<file path="config.mk">
export PLATFORM = sky130hd
export DESIGN_NAME = refcount_aging_key_table
export DESIGN_NICKNAME = d
export VERILOG_FILES = /design/src/rtl/core/rcakt_pkg.sv /design/src/rtl/core/rcakt_ram.sv /design/src/rtl/core/refcount_aging_key_table.sv
export SDC_FILE = /design/constraint.sdc
export NUM_CORES = 2
export LEC_CHECK = 0
export ABC_AREA = 0
export BUFFER_PORTS_ARGS = -buffer_cell sky130_fd_sc_hd__buf_2
export CAP_MARGIN = 30
export CORE_MARGIN = 2
export CORE_UTILIZATION = 43
export CTS_CLUSTER_DIAMETER = 50
export DETAILED_ROUTE_END_ITERATION = 10
export RECOVER_POWER = 50
export SYNTH_ARGS = -nofsm -noshare
export SYNTH_HDL_FRONTEND = slang
export SYNTH_HIERARCHICAL = 1
export SYNTH_SLANG_ARGS = --single-unit
</file>
<file path="constraint.sdc">
create_clock -name i_clk -period 21.8 [get_ports i_clk]
set_input_delay 2.18 -clock i_clk [delete_from_list [all_inputs] [get_ports i_clk]]
set_output_delay 2.18 -clock i_clk [all_outputs]
set_load 0.01 [all_outputs]
</file>
<file path="src/rtl/core/rcakt_pkg.sv">
// ----------------------------------------------------------------------------
// rcakt_pkg
// Shared types and constants of the reference-count aging key table.
// ----------------------------------------------------------------------------
package rcakt_pkg;

    localparam int CAPACITY  = 64;
    localparam int KEY_W     = 32;
    localparam int CNT_W     = 16;
    localparam int HWM_W     = 7;
    localparam int LWM_W     = 6;
    localparam int TOT_W     = 7;
    localparam int APB_AW    = 3;
    localparam int APB_DW    = 32;

    localparam logic [CNT_W-1:0] COUNT_MAX = '1;

    localparam logic OP_REF   = 1'b0;
    localparam logic OP_CLEAN = 1'b1;

    // register index as decoded from the address
    localparam logic REG_HWM = 1'b0;
    localparam logic REG_LWM = 1'b1;

    localparam logic [HWM_W-1:0] HWM_RESET = 7'd32;
    localparam logic [LWM_W-1:0] LWM_RESET = 6'd16;

    typedef enum logic [1:0] {
        ST_DONE    = 2'd0,
        ST_REFUSED = 2'd1,
        ST_SKIPPED = 2'd2
    } t_status;

    typedef enum logic [1:0] {
        S_CLEAR,
        S_IDLE,
        S_REF,
        S_CLEAN
    } t_state;

    typedef struct packed {
        logic                    op;
        logic signed [KEY_W-1:0] key;
        logic                    check_mark;
    } t_cmd;

    typedef struct packed {
        t_status            status;
        logic               found;
        logic [CNT_W-1:0]   ref_value;
        logic [TOT_W-1:0]   entry_total;
        logic [TOT_W-1:0]   removed;
    } t_result;

    // one table entry; a count of zero marks a free slot
    typedef struct packed {
        logic [KEY_W-1:0] key;
        logic [CNT_W-1:0] count;
    } t_entry;

endpackage

</file>
<file path="src/rtl/core/rcakt_ram.sv">
// ----------------------------------------------------------------------------
// rcakt_ram
// Generic single-write, single-read RAM with registered read data.
// ----------------------------------------------------------------------------
module rcakt_ram #(
    parameter int WIDTH = 48,
    parameter int DEPTH = 64,
    parameter int AW    = (DEPTH > 1) ? $clog2(DEPTH) : 1
) (
    input  logic             i_clk,
    input  logic             i_we,
    input  logic [AW-1:0]    i_waddr,
    input  logic [WIDTH-1:0] i_wdata,
    input  logic [AW-1:0]    i_raddr,
    output logic [WIDTH-1:0] o_rdata
);

    logic [WIDTH-1:0] r_mem [DEPTH];
    logic [WIDTH-1:0] r_rdata;

    always_ff @(posedge i_clk) begin
        if (i_we) begin
            r_mem[i_waddr] <= i_wdata;
        end
        r_rdata <= r_mem[i_raddr];
    end

    assign o_rdata = r_rdata;

endmodule

</file>
<file path="src/rtl/core/refcount_aging_key_table.sv">
// ----------------------------------------------------------------------------
// refcount_aging_key_table
// Key table with saturating reference counts and a clean pass that ages
// every entry, kept in one RAM that is walked one entry per cycle.
// ----------------------------------------------------------------------------
// Results: a refused reference or a skipped clean shows its result in the cycle
//   after the transfer; a reference that hits entry i finishes once entry i is
//   read; a miss (insert or full table) and a clean pass walk every entry.
// Throughput: one item at a time, set by the single RAM read port; start may
//   be given again in the cycle the result strobe shows. Results cannot stall.
// Reset: a clearing sweep over every slot zeroes the table, busy held high.
// ----------------------------------------------------------------------------
module refcount_aging_key_table #(
    parameter int CAPACITY = rcakt_pkg::CAPACITY
) (
    input  logic                              i_clk,
    input  logic                              i_rst_n,
    // command channel
    input  logic                              start,
    output logic                              busy,
    input  rcakt_pkg::t_cmd                   i_cmd,
    output logic                              o_done,
    output rcakt_pkg::t_result                o_result,
    // configuration port
    input  logic                              psel,
    input  logic                              penable,
    input  logic                              pwrite,
    input  logic [rcakt_pkg::APB_AW-1:0]      paddr,
    input  logic [rcakt_pkg::APB_DW-1:0]      pwdata,
    output logic [rcakt_pkg::APB_DW-1:0]      prdata,
    output logic                              pready
);

    localparam int AW = $clog2(CAPACITY);
    localparam int TW = $clog2(CAPACITY + 1);
    localparam int CW = (TW > rcakt_pkg::TOT_W) ? TW : rcakt_pkg::TOT_W;
    localparam int EW = $bits(rcakt_pkg::t_entry);
    localparam logic [AW-1:0] LAST = AW'(CAPACITY - 1);

    // truncate an internal total to the width of a result field
    function automatic logic [rcakt_pkg::TOT_W-1:0] to_field(input logic [TW-1:0] v);
        logic [CW-1:0] x;
        x = CW'(v);
        return x[rcakt_pkg::TOT_W-1:0];
    endfunction

    // ------------------------------------------------------------------
    // Configuration registers
    // ------------------------------------------------------------------
    logic [rcakt_pkg::HWM_W-1:0] r_hwm;
    logic [rcakt_pkg::LWM_W-1:0] r_lwm;
    logic                        w_cfg_wr;

    assign pready   = 1'b1;
    assign w_cfg_wr = psel && penable && pwrite && pready;

    always_ff @(posedge i_clk) begin
        if (!i_rst_n) begin
            r_hwm <= rcakt_pkg::HWM_RESET;
            r_lwm <= rcakt_pkg::LWM_RESET;
        end else if (w_cfg_wr) begin
            // decode on the word address; byte offset bits are ignored
            if (paddr[2] == rcakt_pkg::REG_HWM) begin
                r_hwm <= pwdata[rcakt_pkg::HWM_W-1:0];
            end else begin
                r_lwm <= pwdata[rcakt_pkg::LWM_W-1:0];
            end
        end
    end

    always_comb begin
        if (paddr[2] == rcakt_pkg::REG_LWM) begin
            prdata = rcakt_pkg::APB_DW'(r_lwm);
        end else begin
            prdata = rcakt_pkg::APB_DW'(r_hwm);
        end
    end

    // ------------------------------------------------------------------
    // Table RAM: {key, count}, count of zero means free
    // ------------------------------------------------------------------
    logic                  w_we;
    logic [AW-1:0]         w_waddr;
    rcakt_pkg::t_entry     w_wdata;
    rcakt_pkg::t_entry     w_rdata;
    logic [AW-1:0]         r_ptr, n_ptr;

    rcakt_ram #(
        .WIDTH (EW),
        .DEPTH (CAPACITY),
        .AW    (AW)
    ) u_table (
        .i_clk   (i_clk),
        .i_we    (w_we),
        .i_waddr (w_waddr),
        .i_wdata (w_wdata),
        .i_raddr (r_ptr),
        .o_rdata (w_rdata)
    );

    // ------------------------------------------------------------------
    // Sequencer state
    // ------------------------------------------------------------------
    rcakt_pkg::t_state           r_state, n_state;
    logic                        r_issue, n_issue;   // reads still to issue
    logic                        r_dv, n_dv;         // read data valid
    logic [AW-1:0]               r_dptr, n_dptr;     // address of read data
    logic                        r_free_vld, n_free_vld;
    logic [AW-1:0]               r_free, n_free;     // lowest free slot seen
    logic [TW-1:0]               r_total, n_total;
    logic [TW-1:0]               r_rem, n_rem;
    logic [rcakt_pkg::KEY_W-1:0] r_key, n_key;
    logic                        r_done, n_done;
    rcakt_pkg::t_result          r_res, n_res;

    // data path terms on the entry coming out of the RAM
    logic                        w_valid;
    logic                        w_hit;
    logic                        w_last;
    logic                        w_kill;
    logic [TW-1:0]               w_rem_all;
    logic [rcakt_pkg::CNT_W-1:0] w_inc;

    assign w_valid   = (w_rdata.count != '0);
    assign w_hit     = w_valid && (w_rdata.key == r_key);
    assign w_last    = (r_dptr == LAST);
    assign w_kill    = w_valid && (w_rdata.count <= rcakt_pkg::CNT_W'(1));
    assign w_rem_all = r_rem + TW'(w_kill);
    assign w_inc     = (w_rdata.count == rcakt_pkg::COUNT_MAX) ? w_rdata.count
                                                              : w_rdata.count + 1'b1;

    always_ff @(posedge i_clk) begin
        if (!i_rst_n) begin
            r_state    <= rcakt_pkg::S_CLEAR;
            r_ptr      <= '0;
            r_issue    <= 1'b0;
            r_dv       <= 1'b0;
            r_free_vld <= 1'b0;
            r_total    <= '0;
            r_rem      <= '0;
            r_done     <= 1'b0;
        end else begin
            r_state    <= n_state;
            r_ptr      <= n_ptr;
            r_issue    <= n_issue;
            r_dv       <= n_dv;
            r_free_vld <= n_free_vld;
            r_total    <= n_total;
            r_rem      <= n_rem;
            r_done     <= n_done;
        end
    end

    // payload registers, no reset
    always_ff @(posedge i_clk) begin
        r_dptr <= n_dptr;
        r_free <= n_free;
        r_key  <= n_key;
        r_res  <= n_res;
    end

    always_comb begin
        n_state    = r_state;
        n_ptr      = r_ptr;
        n_issue    = r_issue;
        n_dv       = 1'b0;
        n_dptr     = r_dptr;
        n_free_vld = r_free_vld;
        n_free     = r_free;
        n_total    = r_total;
        n_rem      = r_rem;
        n_key      = r_key;
        n_done     = 1'b0;
        n_res      = r_res;
        w_we       = 1'b0;
        w_waddr    = r_dptr;
        w_wdata    = w_rdata;

        case (r_state)
            rcakt_pkg::S_CLEAR: begin
                // sweep every slot to free
                w_we    = 1'b1;
                w_waddr = r_ptr;
                w_wdata = '0;
                if (r_ptr == LAST) begin
                    n_state = rcakt_pkg::S_IDLE;
                    n_ptr   = '0;
                end else begin
                    n_ptr = r_ptr + 1'b1;
                end
            end

            rcakt_pkg::S_IDLE: begin
                if (start) begin
                    n_key             = r_key;
                    n_key             = i_cmd.key;
                    n_ptr             = '0;
                    n_issue           = 1'b1;
                    n_free_vld        = 1'b0;
                    n_rem             = '0;
                    n_res.found       = 1'b0;
                    n_res.ref_value   = '0;
                    n_res.removed     = '0;
                    n_res.entry_total = to_field(r_total);
                    if (i_cmd.op == rcakt_pkg::OP_REF) begin
                        if (CW'(r_total) >= CW'(r_hwm)) begin
                            // refuse before any search
                            n_done       = 1'b1;
                            n_res.status = rcakt_pkg::ST_REFUSED;
                        end else begin
                            n_state = rcakt_pkg::S_REF;
                        end
                    end else begin
                        if (i_cmd.check_mark && (CW'(r_total) <= CW'(r_lwm))) begin
                            n_done       = 1'b1;
                            n_res.status = rcakt_pkg::ST_SKIPPED;
                        end else begin
                            n_state = rcakt_pkg::S_CLEAN;
                        end
                    end
                end
            end

            rcakt_pkg::S_REF: begin
                // issue the next read
                n_dv = r_issue;
                if (r_issue) begin
                    n_dptr = r_ptr;
                    if (r_ptr == LAST) begin
                        n_issue = 1'b0;
                    end else begin
                        n_ptr = r_ptr + 1'b1;
                    end
                end
                if (r_dv) begin
                    if (w_hit) begin
                        // bump the count in place, saturating
                        w_we            = 1'b1;
                        w_waddr         = r_dptr;
                        w_wdata.key     = w_rdata.key;
                        w_wdata.count   = w_inc;
                        n_state         = rcakt_pkg::S_IDLE;
                        n_issue         = 1'b0;
                        n_dv            = 1'b0;
                        n_done          = 1'b1;
                        n_res.status    = rcakt_pkg::ST_DONE;
                        n_res.found     = 1'b1;
                        n_res.ref_value = w_inc;
                    end else begin
                        if (!w_valid && !r_free_vld) begin
                            n_free_vld = 1'b1;
                            n_free     = r_dptr;
                        end
                        if (w_last) begin
                            n_state = rcakt_pkg::S_IDLE;
                            n_done  = 1'b1;
                            if (r_free_vld || !w_valid) begin
                                // insert at the lowest free slot
                                w_we              = 1'b1;
                                w_waddr           = r_free_vld ? r_free : r_dptr;
                                w_wdata.key       = r_key;
                                w_wdata.count     = rcakt_pkg::CNT_W'(1);
                                n_total           = r_total + 1'b1;
                                n_res.status      = rcakt_pkg::ST_DONE;
                                n_res.ref_value   = rcakt_pkg::CNT_W'(1);
                                n_res.entry_total = to_field(r_total + 1'b1);
                            end else begin
                                n_res.status = rcakt_pkg::ST_REFUSED;
                            end
                        end
                    end
                end
            end

            rcakt_pkg::S_CLEAN: begin
                n_dv = r_issue;
                if (r_issue) begin
                    n_dptr = r_ptr;
                    if (r_ptr == LAST) begin
                        n_issue = 1'b0;
                    end else begin
                        n_ptr = r_ptr + 1'b1;
                    end
                end
                if (r_dv) begin
                    // age the entry: decrement, drop at zero
                    if (w_valid) begin
                        w_we          = 1'b1;
                        w_waddr       = r_dptr;
                        w_wdata.key   = w_rdata.key;
                        w_wdata.count = w_kill ? '0 : w_rdata.count - 1'b1;
                    end
                    n_rem = w_rem_all;
                    if (w_last) begin
                        n_state           = rcakt_pkg::S_IDLE;
                        n_done            = 1'b1;
                        n_total           = r_total - w_rem_all;
                        n_res.status      = rcakt_pkg::ST_DONE;
                        n_res.entry_total = to_field(r_total - w_rem_all);
                        n_res.removed     = to_field(w_rem_all);
                    end
                end
            end

            default: begin
                n_state = rcakt_pkg::S_IDLE;
            end
        endcase
    end

    assign busy     = (r_state != rcakt_pkg::S_IDLE);
    assign o_done   = r_done;
    assign o_result = r_res;

`ifndef SYNTHESIS
    // the table never holds more entries than it has slots
    a_total_bound: assert property (@(posedge i_clk) disable iff (!i_rst_n)
        r_total <= TW'(CAPACITY))
        else $error("entry total above capacity");

    // a reference taken at or above the high mark is refused next cycle
    a_refuse: assert property (@(posedge i_clk) disable iff (!i_rst_n)
        (start && !busy && (i_cmd.op == rcakt_pkg::OP_REF)
         && (CW'(r_total) >= CW'(r_hwm)))
        |=> (o_done && (o_result.status == rcakt_pkg::ST_REFUSED)))
        else $error("reference at high mark not refused");

    // the table is only written by the sweep or a running op
    a_no_idle_write: assert property (@(posedge i_clk) disable iff (!i_rst_n)
        w_we |-> (r_state != rcakt_pkg::S_IDLE))
        else $error("table write while idle");

    // a found key always reports a live count
    a_found_count: assert property (@(posedge i_clk) disable iff (!i_rst_n)
        (o_done && o_result.found) |-> (o_result.ref_value != '0))
        else $error("found key with zero count");

    // a clean pass never grows the table
    a_clean_shrinks: assert property (@(posedge i_clk) disable iff (!i_rst_n)
        (r_state == rcakt_pkg::S_CLEAN) |=> (r_total <= $past(r_total)))
        else $error("clean pass grew the table");
`endif

endmodule
</file>
# After elaboration in Yosys (flattened, before gate mapping)
# Memory sizes are Yosys's and may differ from the RTL's. A register that Yosys moved wholly into a read port is not among the register bits.
# Cells that the tools add are included.
# word_totals
register_bits,116
ramBits,3072
inputBits,75
out_inout_bits,68
wordCells,182
memories,1
# classes
n_addsub,6
order_cmp,3
n_eq_ne,26
mux,94
bitwise_logic,2
reduce_logical,32
# mem_list
name,words,word_bits,read_ports,rd_ports_with_merged_regs,write_ports,line_no,text
u_table.r_mem,64,48,1,1,1,rcakt_ram.sv:18,logic [WIDTH-1:0] r_mem [DEPTH];
# ops
operator,count
two-way mux 48 bit,4
case mux 48 bit (3 select lines),1
two-way mux 16 bit,5
two-way mux 7 bit,10
two-way mux 6 bit,9
two-way mux 23 bit,2
case mux 7 bit (2 select lines),3
case mux 17 bit (2 select lines),1
two-way mux 33 bit,1
equality test 32 bit,1
two-way mux 2 bit,16
two-way mux 1 bit,29
two-way mux 14 bit,2
two-way mux 26 bit,1
!= test 2 bit (second input constant),11
case mux 7 bit (3 select lines),1
!= test 3 bit (second input constant),6
case mux 6 bit (3 select lines),1
adder 16 x 1 -> 16 bit (second input constant),1
equality test 16 bit (second input constant),1
less-or-equal comparator 16 x 1 -> 1 bit (second input constant),1
AND reduction 8 bit,2
nonzero test 16 bit,1
subtractor 16 x 1 -> 16 bit (second input constant),1
29 further kinds,52

# Logic depth before layout (Yosys ltp)
# depth
ltp_word,10
mapped_depth,19
mapped_depth_nobuf,18

# Cells and area by module
# The synthesis kept the hierarchy.
# modules_own_cells
mod,instances,cells_each,area_per_inst_um2,seq_area_each_um2
rcakt_ram,1,5247,118190.9,93209.4
refcount_aging_key_table,1,814,7539.7,3093.0

# Least setup slack after synthesis
# Ideal clock, no wire load.
# synth_timing
path_kind,register to register
startpoint,register r_key[19] (netlist bit)
endpoint,memory u_table.r_mem[0][0] (data pin)
setup_ns,1.008
arrival_time_ns,5.829
required_time_ns,20.792
setup_slack_ns,14.962
stages_incl_launch_ff,8
path_buffers,0
synth_period_minus_slack_ns,6.838
path_cell_list,edfxtp_1 xor2_1 nor4_2 nand2_1 or3_4 nor2_1 nor3_1 o311ai_0
# synth_rtl
item,line_no,text
start: declaration,refcount_aging_key_table.sv:112,"logic [rcakt_pkg::KEY_W-1:0] r_key, n_key;"
start signal: assignment,refcount_aging_key_table.sv:158,r_key <= n_key;
end: declaration,rcakt_ram.sv:18,

==> flow_summary.ini <==
[status]
status = finished with violations
violations = max-capacitance violations, max-slew violations

[sta]
setup_viol = 0
min_period_ns = 12.38
rsz0062_at_grt = no
clock_skew_ns = 0.0585
hold_viol = 0
worstMarginPinSlew_ns = 7.99
worst_slack_ns = 9.42
clock.fmax_ghz = 0.0807
fin_crit_sh = 0.568
drv_slew = 3247
setup_tns_ns = 0
maxSlewHeadroom = -4.33

[power_and_ir_drop]
switching_share = 0.218
power_density_mw_per_mm2 = 93.8
p_clk_frac = 0.431
total_power_mw = 13.4
seqPwrFrac = 0.517
p_int_mw = 10.5
total_leakage_power_nw = 46.0
power_frac_comb = 0.052
p_switching_mw = 2.91
ir_drop_v = 0.0000735

[final_layout]
drive_above_1_share = 0.229
area_growth_pct = 13.3
fin_nets = 6487
final_cell_area_sq_mm = 0.142

[worst_hold_path]
hold_depth = 2
hp-class = register to register

[worst_setup_path]
start_kind = register
path_class = register to register
worstPathCellList = clkbuf_1 -> clkbuf_1 -> mux4_2 -> o221ai_1 -> o22ai_1 -> and3_1
cp.required_ns = 22.60
cpLargestDelayFamily = buffers and inverters
crit_top_cell = clkbuf_1
path_depth = 6
cp.buffers_inverters = 2
slowest_stage = clkbuf_1
reg2reg_depth = 6
worstPathMaxFanout = 93
slowest_delay_ns = 5.69
crit_path_end_kind = register
critPathArrivalTime_ns = 13.18

[floorplanning]
dieWidth_um = 545
die_h_um = 545
pin_count = 143
placementRows = 198
dieArea_sq_mm = 0.297
start_util = 0.432
fp.coreArea_sq_mm = 0.291

[clock_tree]
clk_latency_ns = 0.89
postCtsSetupBuffers = 0
cts_tree = done
clock_sinks = 3236
htree_levels = 5
cts_resized = 0
cts_buffers = 348
cts_buffer_depth = 4
hold_buffers = 0
clkSlewWorstSetupHoldPaths_ns = 0.06
cts_root_buf = clkbuf_16

[placement]
place_area_sq_mm = 0.132
io_buffers = 89
gp_congestion = 0.849
dp_hpwl_mm = 188
dp_slack_ns = 15.44

[global_routing]
grt_max_degree = 106
grt_pass1_wl_mm = 492
antenna_found_initial = 18
first_global_vias = 64200
overflow = 0
grt.total_usage = 0.236

[synthesis]
synth_ff_type = edfxtp_1
synth_edf_count = 3149
synth_top_area_frac = 0.752
synth_top_area_cell = edfxtp_1
syn_inst = 6061
ys_warn_count = 6
async_reset_ff_frac = 0
synth_area_per_cell_sq_um = 20.7
ys_seq_area_frac = 0.766
netlist_area_sq_mm = 0.126
ys_ff_latch = 3236
ys_types = 84
synth_area_leaders = edfxtp_1 75%, mux4_2 12%, mux2i_1 1.7%, dfxtp_1 1.4%, o22ai_1 0.65%

[drt]
highest_layer = met5
wl_per_cell_um = 33.6
ant_nets = 0
wl_met1_mm = 144
drt_iter0_drc = 9238
met3_length_mm = 34.4
vias = 65300
post-route-drc-count = 0
firstDrtPassIters = 9
wl_met2_mm = 164
vias_per_cell = 6.18
wirelength_mm = 355

[flow_run]
maxCapViolations = 69
==> final timing paths <==
| path | startpoint | end | slack (ns) |
|---|---|---|---|
| max | r_ptr[0]$_SDFFE_PN0P_ | u_table/o_rdata[7]$_DFF_P_ | 9.42 |
| min | r_hwm[4]$_SDFFE_PN0P_ | r_hwm[4]$_SDFFE_PN0P_ | 0.47 |
| max reg2reg | r_ptr[0]$_SDFFE_PN0P_ | u_table/o_rdata[7]$_DFF_P_ | 9.42 |
| min reg2reg | r_hwm[4]$_SDFFE_PN0P_ | r_hwm[4]$_SDFFE_PN0P_ | 0.47 |
==> placed cells by master (no fill, tap or decap), types with 27 or more instances in the layout <==
cell	n
a22oi_1	87
nor2_1	108
xor2_1	46
mux2_2	70
clkinv_2	52
clkbuf_16	356
o211ai_1	30
o22ai_1	131
o21ai_0	56
o221ai_1	40
dfxtp_1	86
clkinv_1	63
and3_1	38
a211oi_1	43
nor2b_1	38
nand3_1	129
inv_1	27
mux2i_1	217
nand2_1	182
nor3_1	30
nor2_4	46
nand4_1	72
a21oi_1	56
a22o_1	28
edfxtp_1	3149
buf_4	154
a221o_1	29
mux4_2	672
clkbuf_1	210
==> sequential cells by signal, indices dropped and copies added (netlist names) <==
register / flops
r_free: 6
u_table/r_mem: 3072
r_dptr: 6
o_done: 1
r_lwm: 6
r_rem: 7
u_table/o_rdata: 48
r_dv: 1
r_key: 32
o_result: 33
r_total: 7
r_issue: 1
r_ptr: 6
r_free_vld: 1
r_hwm: 7
r_state: 2
==> Yosys cell counts (7+ instances only) <==
cell type  instances
a21o_1             7
buf_8              8
buf_1             16
dfxtp_1           87
edfxtp_1        3149
inv_1             28
nand2_1          186
buf_12             8
or2_2             11
nor4_1            12
a21oi_1           57
nand4_1           72
o211ai_1          30
a22oi_1           87
a211oi_1          43
o21ai_0           56
a31oi_1           14
nor2b_1           44
o22a_1            18
nor3_1            29
buf_4             53
mux4_2           672
a221oi_1           9
xnor2_1           13
nand3b_1           7
nand2b_1          14
buf_6             19
buf_2            109
nand3_1          129
xor2_1            46
and3_1            38
a21boi_0           8
a311o_1           17
mux2i_1          217
o32ai_1            7
ha_1              26
clkbuf_1         166
o22ai_1          131
mux2_2            71
o221ai_1          41
or3_1             12
nor2_1           154
a221o_1           29
a22o_1            33
==> cell families after synthesis <==
group,share of synthesized area
flops,0.766
mux,0.144
simple gates,0.0289
compound gates,0.0364
buf+inv,0.0178
xor+xnor,0.00411
fa+ha+maj,0.00275
other cells,0.0000597
==> power groups by stage <==
stage	clock, mW	combinational [mW]	sequential, mW
3_3_place_gp	0	0.664	7.03
5_1_grt	6.07	0.724	6.92
6_report	5.76	0.688	6.91
2_1_floorplan	0	0.446	7.01
4_1_cts	5.83	0.677	6.90
3_5_place_dp	0	0.675	7.03
==> layer usage <==
metal  vias up  track usage
li1      26100            -
met1     35100        0.341
met2      3458        0.366
met3       618       0.0436
met4        14       0.0719
met5         -      0.00357
==> worst min-delay path, delay by kind of cell (launching register included) <==
kind               cells  cell delay [ns]
AOI/OAI and AO/OA      1             0.06
and+or+nand+nor        1             0.05
DFF                    1             0.31
==> area by class of cell <==
class / count / area [sq um]
clock buffer: 428 / 9230
clock inverter: 197 / 1890
timing repair buffer: 329 / 2170
inverter: 31 / 116
fill: 23600 / 148000
multi-input combinational: 2439 / 27800
sequential: 3236 / 96300
tap: 3900 / 4880
antenna: 3 / 7.51
==> metrics by stage <==
step | utilization | cells | hold slack [ns]
finish | 0.490 | 10600 | 0.469
global route | 0.490 | 10600 | 0.495
CTS | 0.492 | 10500 | 0.475
detailed placement | 0.453 | 9921 | 0.467
global placement | 0.452 | 9895 | 0.466
floorplan | - | 6085 | 0.443
Note: power is estimated with default switching activity, not from simulation.
